===== config.mk =====
export PLATFORM = sky130hd
export DESIGN_NAME = odometry_pose_tracker
export DESIGN_NICKNAME = d
export VERILOG_FILES = /design/src/hdl/opt_pkg.sv /design/src/hdl/opt_front.sv /design/src/hdl/opt_queue.sv /design/src/hdl/opt_back.sv /design/src/hdl/odometry_pose_tracker.sv
export SDC_FILE = /design/constraint.sdc
export NUM_CORES = 2
export LEC_CHECK = 0
export BUFFER_PORTS_ARGS = -buffer_cell sky130_fd_sc_hd__buf_4
export CORE_MARGIN = 2
export CORE_UTILIZATION = 55
export CTS_BUF_LIST = sky130_fd_sc_hd__clkbuf_4
export DETAILED_ROUTE_END_ITERATION = 10
export PLACE_DENSITY = 0.72
export SYNTH_ARGS = -nofsm -noshare
export SYNTH_HDL_FRONTEND = slang
export SYNTH_SLANG_ARGS = --single-unit
export TNS_END_PERCENT = 100

===== constraint.sdc =====
create_clock -name aclk -period 13.8 [get_ports aclk]
set_input_delay 2.76 -clock aclk [delete_from_list [all_inputs] [get_ports aclk]]
set_output_delay 2.76 -clock aclk [all_outputs]
set_load 0.05 [all_outputs]

===== src/hdl/opt_pkg.sv =====
// ----------------------------------------------------------------------------
// opt_pkg
// Shared types, constants and sine table for the odometry pose tracker.
// ----------------------------------------------------------------------------
package opt_pkg;

    localparam int POS_WIDTH       = 32;
    localparam int TRIG_TABLE_BITS = 10;

    localparam int HEADING_W = 16;
    localparam int TRAVEL_W  = 16;
    localparam int LOAD_W    = 32;
    localparam int OUT_POS_W = 32;
    localparam int SUM_W     = TRAVEL_W + 1;
    localparam int TRIG_W    = 16;
    localparam int PROD_W    = SUM_W + TRIG_W;
    localparam int STEP_W    = PROD_W + 1 - 16;
    localparam int WIDE_W    = ((POS_WIDTH > LOAD_W) ? POS_WIDTH : LOAD_W) + 2;

    // heading units: 1/128 degree
    localparam int FULL_CIRCLE = 46080;
    localparam int HALF_CIRCLE = 23040;
    localparam int ANGLE_W     = 16;

    // table index = floor(num / FULL_CIRCLE) by exact reciprocal multiply
    localparam int NUM_W       = ANGLE_W + TRIG_TABLE_BITS;
    localparam int RECIP_SHIFT = NUM_W + 16;
    localparam int RECIP_W     = NUM_W + 1;
    localparam longint unsigned RECIP_VAL =
        ((64'd1 << RECIP_SHIFT) + FULL_CIRCLE - 1) / FULL_CIRCLE;
    localparam logic [RECIP_W-1:0] RECIP = RECIP_W'(RECIP_VAL);

    localparam int QIDX_W  = TRIG_TABLE_BITS - 2;
    localparam int QUARTER = 1 << QIDX_W;

    localparam int QUEUE_DEPTH = 4;  // power of two
    localparam int QPTR_W      = $clog2(QUEUE_DEPTH);
    localparam int QCNT_W      = $clog2(QUEUE_DEPTH + 1);

    localparam longint unsigned TWO_PI_Q30 = 64'd6746518852;
    localparam longint unsigned ONE_Q30    = 64'd1 << 30;

    localparam logic signed [POS_WIDTH-1:0] POS_MAX = {1'b0, {(POS_WIDTH-1){1'b1}}};
    localparam logic signed [POS_WIDTH-1:0] POS_MIN = {1'b1, {(POS_WIDTH-1){1'b0}}};
    localparam logic signed [HEADING_W-1:0] HEADING_MAX = 16'sh7fff;
    localparam logic signed [HEADING_W-1:0] HEADING_MIN = 16'sh8000;

    localparam logic       OP_UPDATE = 1'b0;
    localparam logic       OP_LOAD   = 1'b1;

    localparam logic [2:0] MOTION_STOP  = 3'd0;
    localparam logic [2:0] MOTION_FWD   = 3'd1;
    localparam logic [2:0] MOTION_BWD   = 3'd2;
    localparam logic [2:0] MOTION_LEFT  = 3'd3;
    localparam logic [2:0] MOTION_RIGHT = 3'd4;

    typedef enum logic [2:0] {
        CMD_HOLD,
        CMD_HEADING,
        CMD_FWD,
        CMD_BWD,
        CMD_LOAD
    } cmd_t;

    typedef struct packed {
        logic                        op;
        logic [2:0]                  motion;
        logic signed [HEADING_W-1:0] measured_heading;
        logic signed [TRAVEL_W-1:0]  left_travel;
        logic signed [TRAVEL_W-1:0]  right_travel;
        logic signed [LOAD_W-1:0]    load_x;
        logic signed [LOAD_W-1:0]    load_y;
        logic signed [HEADING_W-1:0] load_heading;
    } in_item_t;

    typedef struct packed {
        logic signed [OUT_POS_W-1:0] pos_x;
        logic signed [OUT_POS_W-1:0] pos_y;
        logic signed [HEADING_W-1:0] heading;
    } out_item_t;

    typedef struct packed {
        cmd_t                        cmd;
        logic signed [HEADING_W-1:0] heading;
        logic signed [LOAD_W-1:0]    load_x;
        logic signed [LOAD_W-1:0]    load_y;
    } front_data_t;

    typedef struct packed {
        cmd_t                        cmd;
        logic signed [HEADING_W-1:0] heading;
        logic signed [STEP_W-1:0]    dx;
        logic signed [STEP_W-1:0]    dy;
        logic signed [LOAD_W-1:0]    load_x;
        logic signed [LOAD_W-1:0]    load_y;
    } queue_item_t;

    typedef logic signed [TRIG_W-1:0] sin_table_t [QUARTER];

    // first-quadrant sine, Taylor series to x^11 in Q2.30, rounded to Q1.15
    function automatic logic signed [TRIG_W-1:0] sin_quarter(input int unsigned m);
        longint unsigned x;
        longint unsigned x2;
        longint unsigned t;
        longint unsigned s;
        x  = (64'(m) * TWO_PI_Q30) >> TRIG_TABLE_BITS;
        x2 = (x * x) >> 30;
        t  = ONE_Q30;
        t  = ONE_Q30 - (((x2 * t) / 110) >> 30);
        t  = ONE_Q30 - (((x2 * t) / 72) >> 30);
        t  = ONE_Q30 - (((x2 * t) / 42) >> 30);
        t  = ONE_Q30 - (((x2 * t) / 20) >> 30);
        t  = ONE_Q30 - (((x2 * t) / 6) >> 30);
        s  = (x * t) >> 30;
        s  = (s + (64'd1 << 14)) >> 15;
        if (s > 64'd32767) begin
            s = 64'd32767;
        end
        return TRIG_W'(s);
    endfunction

    function automatic sin_table_t build_sin_table();
        sin_table_t tbl;
        for (int i = 0; i < QUARTER; i++) begin
            tbl[i] = sin_quarter(i);
        end
        return tbl;
    endfunction

    localparam sin_table_t SIN_TABLE = build_sin_table();
    localparam logic signed [TRIG_W-1:0] SIN_END = sin_quarter(QUARTER);

    // full-circle lookup by quarter-wave symmetry
    function automatic logic signed [TRIG_W-1:0] trig_lookup(
        input logic [TRIG_TABLE_BITS-1:0] k
    );
        logic [1:0]               q;
        logic [QIDX_W-1:0]        m;
        logic [QIDX_W-1:0]        mirror;
        logic signed [TRIG_W-1:0] v;
        q      = k[TRIG_TABLE_BITS-1 -: 2];
        m      = k[QIDX_W-1:0];
        mirror = ~m + QIDX_W'(1);
        if (q[0]) begin
            v = (m == '0) ? SIN_END : SIN_TABLE[mirror];
        end else begin
            v = SIN_TABLE[m];
        end
        return q[1] ? -v : v;
    endfunction

    function automatic logic signed [POS_WIDTH-1:0] sat_pos(
        input logic signed [WIDE_W-1:0] v
    );
        logic signed [WIDE_W-1:0] hi;
        logic signed [WIDE_W-1:0] lo;
        hi = WIDE_W'(POS_MAX);
        lo = WIDE_W'(POS_MIN);
        if (v > hi) begin
            return POS_MAX;
        end else if (v < lo) begin
            return POS_MIN;
        end
        return v[POS_WIDTH-1:0];
    endfunction

endpackage


===== src/hdl/opt_front.sv =====
// ----------------------------------------------------------------------------
// opt_front
// Accepts items, classifies them and computes the position step:
// heading negate, table index, sine/cosine lookup, travel products.
// ----------------------------------------------------------------------------
module opt_front (
    input  logic                 aclk,
    input  logic                 aresetn,
    input  logic                 s_valid,
    output logic                 s_ready,
    input  opt_pkg::in_item_t    s_item,
    output logic                 push_valid,
    output opt_pkg::queue_item_t push_item,
    input  logic                 queue_full
);
    import opt_pkg::*;

    logic front_en;

    logic v1_reg, v2_reg, v3_reg, v4_reg;
    logic v1_next, v2_next, v3_next, v4_next;

    front_data_t d1_reg, d2_reg, d3_reg, d4_reg;
    front_data_t d1_next;

    logic [NUM_W-1:0]           num1_reg, num1_next;
    logic signed [SUM_W-1:0]    sum1_reg, sum1_next;
    logic signed [SUM_W-1:0]    sum2_reg, sum3_reg;
    logic [TRIG_TABLE_BITS-1:0] k2_reg, k2_next;
    logic signed [TRIG_W-1:0]   sin3_reg, sin3_next;
    logic signed [TRIG_W-1:0]   cos3_reg, cos3_next;
    logic signed [PROD_W-1:0]   px4_reg, px4_next;
    logic signed [PROD_W-1:0]   py4_reg, py4_next;

    logic signed [HEADING_W-1:0]   heading_neg;
    logic signed [ANGLE_W:0]       angle_wide;
    logic [ANGLE_W-1:0]            angle;
    logic [NUM_W+RECIP_W-1:0]      recip_prod;
    logic signed [PROD_W:0]        rx;
    logic signed [PROD_W:0]        ry;

    assign front_en   = !v4_reg || !queue_full;
    assign s_ready    = front_en;
    assign push_valid = v4_reg && !queue_full;

    // stage 1: classify, heading, angle numerator, travel sum
    always_comb begin
        heading_neg = (s_item.measured_heading == HEADING_MIN) ? HEADING_MAX
                                                               : -s_item.measured_heading;
        angle_wide  = (ANGLE_W+1)'(heading_neg)
                    + ((heading_neg < 0) ? (ANGLE_W+1)'(FULL_CIRCLE) : '0);
        angle       = angle_wide[ANGLE_W-1:0];
        num1_next   = {angle, {TRIG_TABLE_BITS{1'b0}}} + NUM_W'(HALF_CIRCLE);
        sum1_next   = SUM_W'(s_item.left_travel) + SUM_W'(s_item.right_travel);

        d1_next.heading = heading_neg;
        d1_next.load_x  = s_item.load_x;
        d1_next.load_y  = s_item.load_y;
        if (s_item.op == OP_LOAD) begin
            d1_next.cmd     = CMD_LOAD;
            d1_next.heading = s_item.load_heading;
        end else begin
            unique case (s_item.motion) inside
                MOTION_FWD:                             d1_next.cmd = CMD_FWD;
                MOTION_BWD:                             d1_next.cmd = CMD_BWD;
                MOTION_STOP, MOTION_LEFT, MOTION_RIGHT: d1_next.cmd = CMD_HEADING;
                default:                                d1_next.cmd = CMD_HOLD;
            endcase
        end
    end

    // stage 2: table index
    assign recip_prod = (NUM_W+RECIP_W)'(num1_reg) * (NUM_W+RECIP_W)'(RECIP);
    assign k2_next    = recip_prod[RECIP_SHIFT +: TRIG_TABLE_BITS];

    // stage 3: sine and cosine
    assign sin3_next = trig_lookup(k2_reg);
    assign cos3_next = trig_lookup(k2_reg + TRIG_TABLE_BITS'(QUARTER));

    // stage 4: travel products
    assign px4_next = PROD_W'(sum3_reg) * PROD_W'(cos3_reg);
    assign py4_next = PROD_W'(sum3_reg) * PROD_W'(sin3_reg);

    // step = round(sum * trig / 2^16), floor shift
    always_comb begin
        rx = (PROD_W+1)'(px4_reg) + (PROD_W+1)'(32768);
        ry = (PROD_W+1)'(py4_reg) + (PROD_W+1)'(32768);
        push_item.cmd     = d4_reg.cmd;
        push_item.heading = d4_reg.heading;
        push_item.load_x  = d4_reg.load_x;
        push_item.load_y  = d4_reg.load_y;
        push_item.dx      = STEP_W'(rx >>> 16);
        push_item.dy      = STEP_W'(ry >>> 16);
    end

    always_comb begin
        v1_next = v1_reg;
        v2_next = v2_reg;
        v3_next = v3_reg;
        v4_next = v4_reg;
        if (front_en) begin
            v1_next = s_valid;
            v2_next = v1_reg;
            v3_next = v2_reg;
            v4_next = v3_reg;
        end
    end

    always_ff @(posedge aclk) begin
        if (!aresetn) begin
            v1_reg <= 1'b0;
            v2_reg <= 1'b0;
            v3_reg <= 1'b0;
            v4_reg <= 1'b0;
        end else begin
            v1_reg <= v1_next;
            v2_reg <= v2_next;
            v3_reg <= v3_next;
            v4_reg <= v4_next;
        end
    end

    always_ff @(posedge aclk) begin
        if (front_en) begin
            d1_reg   <= d1_next;
            num1_reg <= num1_next;
            sum1_reg <= sum1_next;
            d2_reg   <= d1_reg;
            k2_reg   <= k2_next;
            sum2_reg <= sum1_reg;
            d3_reg   <= d2_reg;
            sin3_reg <= sin3_next;
            cos3_reg <= cos3_next;
            sum3_reg <= sum2_reg;
            d4_reg   <= d3_reg;
            px4_reg  <= px4_next;
            py4_reg  <= py4_next;
        end
    end

endmodule


===== src/hdl/opt_queue.sv =====
// ----------------------------------------------------------------------------
// opt_queue
// Short FIFO between the front and the back part.
// ----------------------------------------------------------------------------
module opt_queue (
    input  logic                 aclk,
    input  logic                 aresetn,
    input  logic                 push,
    input  opt_pkg::queue_item_t push_item,
    output logic                 full,
    input  logic                 pop,
    output opt_pkg::queue_item_t head_item,
    output logic                 empty
);
    import opt_pkg::*;

    queue_item_t       mem_reg [QUEUE_DEPTH];
    logic [QPTR_W-1:0] wr_ptr_reg, wr_ptr_next;
    logic [QPTR_W-1:0] rd_ptr_reg, rd_ptr_next;
    logic [QCNT_W-1:0] count_reg, count_next;

    assign full      = (count_reg == QCNT_W'(QUEUE_DEPTH));
    assign empty     = (count_reg == '0);
    assign head_item = mem_reg[rd_ptr_reg];

    always_comb begin
        wr_ptr_next = push ? wr_ptr_reg + QPTR_W'(1) : wr_ptr_reg;
        rd_ptr_next = pop  ? rd_ptr_reg + QPTR_W'(1) : rd_ptr_reg;
        count_next  = count_reg + QCNT_W'(push) - QCNT_W'(pop);
    end

    always_ff @(posedge aclk) begin
        if (!aresetn) begin
            wr_ptr_reg <= '0;
            rd_ptr_reg <= '0;
            count_reg  <= '0;
        end else begin
            wr_ptr_reg <= wr_ptr_next;
            rd_ptr_reg <= rd_ptr_next;
            count_reg  <= count_next;
        end
    end

    always_ff @(posedge aclk) begin
        if (push) begin
            mem_reg[wr_ptr_reg] <= push_item;
        end
    end

endmodule


===== src/hdl/opt_back.sv =====
// ----------------------------------------------------------------------------
// opt_back
// Pose accumulator: applies one queued item per cycle with saturation while
// the output register is free or read, and holds the result in it.
// ----------------------------------------------------------------------------
module opt_back (
    input  logic                 aclk,
    input  logic                 aresetn,
    input  opt_pkg::queue_item_t head_item,
    input  logic                 queue_empty,
    output logic                 pop,
    output logic                 m_valid,
    input  logic                 m_ready,
    output opt_pkg::out_item_t   m_item
);
    import opt_pkg::*;

    logic signed [POS_WIDTH-1:0] x_reg, x_next;
    logic signed [POS_WIDTH-1:0] y_reg, y_next;
    logic signed [HEADING_W-1:0] heading_reg, heading_next;
    logic                        m_valid_reg, m_valid_next;
    out_item_t                   out_reg, out_next;

    logic signed [WIDE_W-1:0] x_wide, y_wide, dx_wide, dy_wide;

    assign pop     = !queue_empty && (!m_valid_reg || m_ready);
    assign m_valid = m_valid_reg;
    assign m_item  = out_reg;

    always_comb begin
        x_wide       = WIDE_W'(x_reg);
        y_wide       = WIDE_W'(y_reg);
        dx_wide      = WIDE_W'(head_item.dx);
        dy_wide      = WIDE_W'(head_item.dy);
        x_next       = x_reg;
        y_next       = y_reg;
        heading_next = heading_reg;
        if (pop) begin
            unique case (head_item.cmd)
                CMD_LOAD: begin
                    x_next       = sat_pos(WIDE_W'(head_item.load_x));
                    y_next       = sat_pos(WIDE_W'(head_item.load_y));
                    heading_next = head_item.heading;
                end
                CMD_FWD: begin
                    x_next       = sat_pos(x_wide + dx_wide);
                    y_next       = sat_pos(y_wide + dy_wide);
                    heading_next = head_item.heading;
                end
                CMD_BWD: begin
                    x_next       = sat_pos(x_wide - dx_wide);
                    y_next       = sat_pos(y_wide - dy_wide);
                    heading_next = head_item.heading;
                end
                CMD_HEADING: begin
                    heading_next = head_item.heading;
                end
                CMD_HOLD: begin
                end
                default: begin
                end
            endcase
        end

        out_next.pos_x   = OUT_POS_W'(WIDE_W'(x_next));
        out_next.pos_y   = OUT_POS_W'(WIDE_W'(y_next));
        out_next.heading = heading_next;

        if (pop) begin
            m_valid_next = 1'b1;
        end else if (m_ready) begin
            m_valid_next = 1'b0;
        end else begin
            m_valid_next = m_valid_reg;
        end
    end

    always_ff @(posedge aclk) begin
        if (!aresetn) begin
            x_reg       <= '0;
            y_reg       <= '0;
            heading_reg <= '0;
            m_valid_reg <= 1'b0;
        end else begin
            x_reg       <= x_next;
            y_reg       <= y_next;
            heading_reg <= heading_next;
            m_valid_reg <= m_valid_next;
        end
    end

    always_ff @(posedge aclk) begin
        if (pop) begin
            out_reg <= out_next;
        end
    end

endmodule


===== src/hdl/odometry_pose_tracker.sv =====
// ----------------------------------------------------------------------------
// odometry_pose_tracker
// Differential-drive dead-reckoning pose tracker, fixed point.
// ----------------------------------------------------------------------------
// Usage:
//   s_valid/s_ready/s_item carry update or load items; m_valid/m_ready/m_item
//   carry one pose result (x, y in 1/16 mm, heading in 1/128 degree) per item,
//   in the order the items were accepted.
//   Path from acceptance to m_valid with an empty queue: four front stages
//   (classify, table index multiply, sine/cosine lookup, travel products),
//   one queue write, then the accumulator loads the output register.
//   Throughput: one item per cycle while m_ready is high, set by the pose accumulator.
//   Reset (aresetn low, synchronous): pose cleared to zero, pipeline and queue
//   emptied, m_valid low; s_ready is high on the cycle after reset.
//   Receiver stall: the output register holds its item, the 4-entry queue
//   fills behind it, and once the queue is full and the last front stage holds
//   an item, s_ready drops until m_ready returns.
// ----------------------------------------------------------------------------
module odometry_pose_tracker (
    input  logic               aclk,
    input  logic               aresetn,
    input  logic               s_valid,
    output logic               s_ready,
    input  opt_pkg::in_item_t  s_item,
    output logic               m_valid,
    input  logic               m_ready,
    output opt_pkg::out_item_t m_item
);
    import opt_pkg::*;

    logic        push_valid;
    queue_item_t push_item;
    logic        queue_full;
    logic        queue_empty;
    logic        pop;
    queue_item_t head_item;

    opt_front u_front (
        .aclk       (aclk),
        .aresetn    (aresetn),
        .s_valid    (s_valid),
        .s_ready    (s_ready),
        .s_item     (s_item),
        .push_valid (push_valid),
        .push_item  (push_item),
        .queue_full (queue_full)
    );

    opt_queue u_queue (
        .aclk      (aclk),
        .aresetn   (aresetn),
        .push      (push_valid),
        .push_item (push_item),
        .full      (queue_full),
        .pop       (pop),
        .head_item (head_item),
        .empty     (queue_empty)
    );

    opt_back u_back (
        .aclk        (aclk),
        .aresetn     (aresetn),
        .head_item   (head_item),
        .queue_empty (queue_empty),
        .pop         (pop),
        .m_valid     (m_valid),
        .m_ready     (m_ready),
        .m_item      (m_item)
    );

endmodule


==> Implementation_results.wiki <==
{| class="wikitable"
! Metric !! Value
|-
| Ratio of routed vias to standard cells || between 5 and 6
|-
| Cell count after synthesis || 7590
|-
| Type of the worst setup path || reg -> reg
|-
| CTS buffer count || 300
|-
| Area leader, netlist || edfxtp_1
|-
| Crit Reg-Reg Endpoint || u_front.py4_reg[32]
|-
| Compound-gate portion of the synthesized area || 11.1%
|-
| Antenna violation net count after detailed routing || 0
|-
| Max-cap violation count || 0
|-
| CTS Sinks || 1127
|-
| Clock-pin slew reported for the worst setup and hold paths after clock tree synthesis || 0.06 ns
|-
| Clock latency on the worst-skew pair || 1.18 ns
|-
| Number of hold violations in the final report || 0
|-
| Fraction of layout cells with a size suffix above 1 || 12.7%
|-
| Largest cells by area after synthesis || edfxtp_1, fa_1, ha_1
|-
| Post-CTS setup-driven buffer insertion count || 0
|-
| Number of buffers between clock root and the deepest sink || 4
|-
| Dominant combinational cell family by area after synthesis || adder cells
|-
| H-tree level count || 5
|-
| Detailed placement HPWL || 167000 µm
|-
| R2R setup slack || 5.81 ns
|-
| Hold Crit Class || reg -> reg
|-
| Number of synthesized register bits || around 1100
|-
| CP startpoint || u_front.sum3_reg[1]
|-
| Drt first-iter violations || between 5000 and 6000
|-
| Actual transition at the worst max-transition pin || 1.23 ns
|-
| Ys async rst share || 0%
|-
| Post-route design area || around 0.091 mm²
|-
| Layout overhead on the synthesized area || 8.39%
|-
| Run status || finished, final reports clean
|-
| Flip-flop count of the largest register after layout || 476
|-
| Clock period minus final worst setup slack || approximately 8.0 ns
|-
| Final-layout fill cell count || 12500
|-
| Worst reg-to-reg path cell count || 23
|-
| Maximum achievable frequency || 125 MHz
|-
| Adder-Cell Fraction of Synth Area || 24.8%
|-
| Worst path required time || 14.67 ns
|-
| Number of antenna violations at the first check in global routing || 8
|-
| Worst Skew || around 0.11 ns
|-
| Fraction of synthesized area in multiplexers || 4.44%
|-
| Routability cong. || 0.993
|-
| Average detailed-routed wire length per instance || 23.2 µm
|-
| Vias || between 50000 and 60000
|-
| Pin count of the biggest net entering global routing || around 150
|-
| Number of buffers added on ports || 217
|-
| Endpoints failing setup || 0
|-
| Hold path endpoint || u_front.sum2_reg[8]
|-
| Setup_tns || 0 ns
|-
| Post-Synth XOR/XNOR Area || 2.92%
|-
| I/O Pins || approximately 220
|-
| Area share of the largest cell type after synthesis || 36.9%
|-
| Effective utilization at floorplan || 55.4%
|-
| DRC violation count after routing || 0
|-
| Nets || 9194
|-
| Die width || between 300 and 400 µm
|-
| Number of global-route vias before repair || 60900
|-
| Global routing usage summed across all routing layers || 30.1%
|-
| Total count of max-transition violations in the final report || 0
|-
| Post-route fraction of the period consumed by the critical path || 57.9%
|-
| Capturing element type of the critical path || register
|-
| Maximum fanout along the worst path || 30
|-
| Setup repair after global routing missed its margin || false
|-
| Overall die height || 395 µm
|-
| Die outline area || about 0.16 mm²
|-
| Number of nets in the synthesized netlist || roughly 9000
|-
| Post-synthesis instance area || 0.0840 mm²
|-
| Cts repair resizes || 0
|-
| FF-to-FF Start || u_front.sum3_reg[1]
|-
| Synthesis Warnings || 0
|-
| Max-Slew Margin vs Limit || 18.0%
|-
| Count of hold buffers inserted by post-cts repair || 0
|-
| Cell depth of the worst min-delay path || 0
|-
| Global route overflow || 0
|-
| Global-route wire length before repair || 361000 µm
|-
| Count of flip-flops with a built-in enable after synthesis || 1033
|-
| Sequential fraction of the synthesis area || 39.2%
|-
| Worst Path Arrival || 8.86 ns
|-
| Placeable core area || between 0.15 and 0.2 mm²
|-
| Nature of the critical path startpoint || register
|-
| Post-Synthesis Mean Instance Area || 11.1 µm²
|-
| Count of cell types in the netlist || 103
|-
| Instance area at placement || a little under 0.09 mm²
|-
| Number of search-and-repair iterations in the first detailed-routing pass || 6
|-
| Area fraction in and, or, nand and nor cells after synthesis || 10.9%
|-
| Hold Startpoint || u_front.sum1_reg[8]
|-
| Sum of routed wire length over all layers || ~230000 µm
|-
| Row count || 143
|-
| CTS root buffer || clkbuf_4
|-
| Clock tree from TritonCTS || yes
|-
| Main flop type after synthesis || edfxtp_1
|}
==> cells in the final DEF, fill, tap and decap left out, types with 70 or more instances in the layout <==
| master | count |
|---|---|
| a211oi_1 | 78 |
| a21oi_1 | 374 |
| a31oi_1 | 81 |
| and2_1 | 316 |
| buf_4 | 312 |
| clkbuf_4 | 425 |
| dfxtp_1 | 92 |
| edfxtp_1 | 1033 |
| fa_1 | 678 |
| ha_1 | 576 |
| inv_1 | 1021 |
| mux4_2 | 126 |
| nand2_1 | 585 |
| nand2b_1 | 73 |
| nand3_1 | 138 |
| nor2_1 | 415 |
| nor3_1 | 126 |
| o211ai_1 | 70 |
| o21ai_0 | 241 |
| xnor2_1 | 201 |
==> worst max-delay path, stage by stage, from the launching register on <==
cell and delay, ns:
edfxtp_1 0.82, and2_1 0.39, fa_1 0.53, inv_1 0.05, fa_1 0.52, inv_1 0.04, ha_1 0.20, fa_1 0.53
inv_1 0.06, fa_1 0.47, fa_1 0.55, inv_1 0.05, ha_1 0.31, a21o_1 0.16, a21o_1 0.17, a21o_1 0.17
a221o_1 0.35, or3_1 0.39, a21oi_1 0.44, o31ai_1 0.21, o41ai_1 0.75, o2111ai_1 0.27, a21oi_1 0.22, xnor2_1 0.08
==> how the worst max path moves through the flow <==
| stage | end | slack, ns | cells after the start |
|---|---|---|---|
| floorplan | s_ready | 0.80 | 4 |
| global placement | u_front.py4_reg[32] | 6.00 | 23 |
| detailed placement | u_front.py4_reg[32] | 5.84 | 23 |
| CTS | u_front.py4_reg[32] | 5.82 | 23 |
| global route | u_front.py4_reg[32] | 5.39 | 23 |
| finish | u_front.py4_reg[32] | 5.81 | 23 |
==> cell type report <==
class	instances	area (µm²)	share of cell area [%]
Antenna cell	14	35.0	0.0385
Clock buffer	425	3190	3.50
Clock inverter	66	528	0.580
Inverter	1032	3880	4.27
Multi-Input combinational cell	5026	45600	50.1
Sequential cell	1127	32900	36.2
Tap cell	2030	2540	2.79
Timing Repair Buffer	314	2380	2.62
==> Yosys cell counts, types with 31 or more instances <==
master / instances
edfxtp_1: 1033
inv_1: 1022
fa_1: 678
nand2_1: 586
ha_1: 579
nor2_1: 415
a21oi_1: 375
and2_1: 321
clkbuf_1: 268
o21ai_0: 241
xnor2_1: 203
nand3_1: 138
mux4_2: 126
nor3_1: 126
dfxtp_1: 94
a31oi_1: 81
a211oi_1: 78
buf_2: 75
nand2b_1: 73
o211ai_1: 70
xor2_1: 68
a21o_1: 57
nor2b_1: 49
a221oi_1: 44
mux2i_1: 42
mux2_2: 40
a311oi_1: 38
nand4_1: 37
o21a_1: 37
o21bai_1: 37
buf_1: 35
o31ai_1: 33
and3_1: 31
or3_1: 31
==> cell families (layout without fill, tap and decap cells) <==
family	count (synthesis)	in the layout
AO/OA/AOI/OAI	1393	1393
XOR/XNOR	275	275
adder cells (fa/ha/maj)	1257	1257
buffers and inverters	1437	1837
flip-flops	1127	1127
multiplexers	209	209
other	0	14
AND/OR/NAND/NOR	1892	1892
==> metrics by stage <==
| step | std cells | hold slack, ns | worst slack (ns) | util, % |
|---|---|---|---|---|
| detailed placement | 9529 | 0.405 | 5.84 | 57.5 |
| finish | 10000 | 0.369 | 5.81 | 60.0 |
| global route | 10000 | 0.385 | 5.39 | 60.0 |
| global placement | 9529 | 0.401 | 6.00 | 57.5 |
| floorplan | 7590 | 0.400 | 0.797 | - |
| CTS | 10000 | 0.363 | 5.82 | 60.0 |
==> layer usage <==
metal	wire [µm]	part of all wire (%)	global-route usage, %
met1	97800	42	42.2
met2	108000	46	47.0
met3	17900	7.7	5.05
met4	9410	4.0	12.1
met5	0	0	0
Power is left out: the tool's default activity adds up to more than one toggle a clock period on the data nets, which glitch-free logic cannot reach.
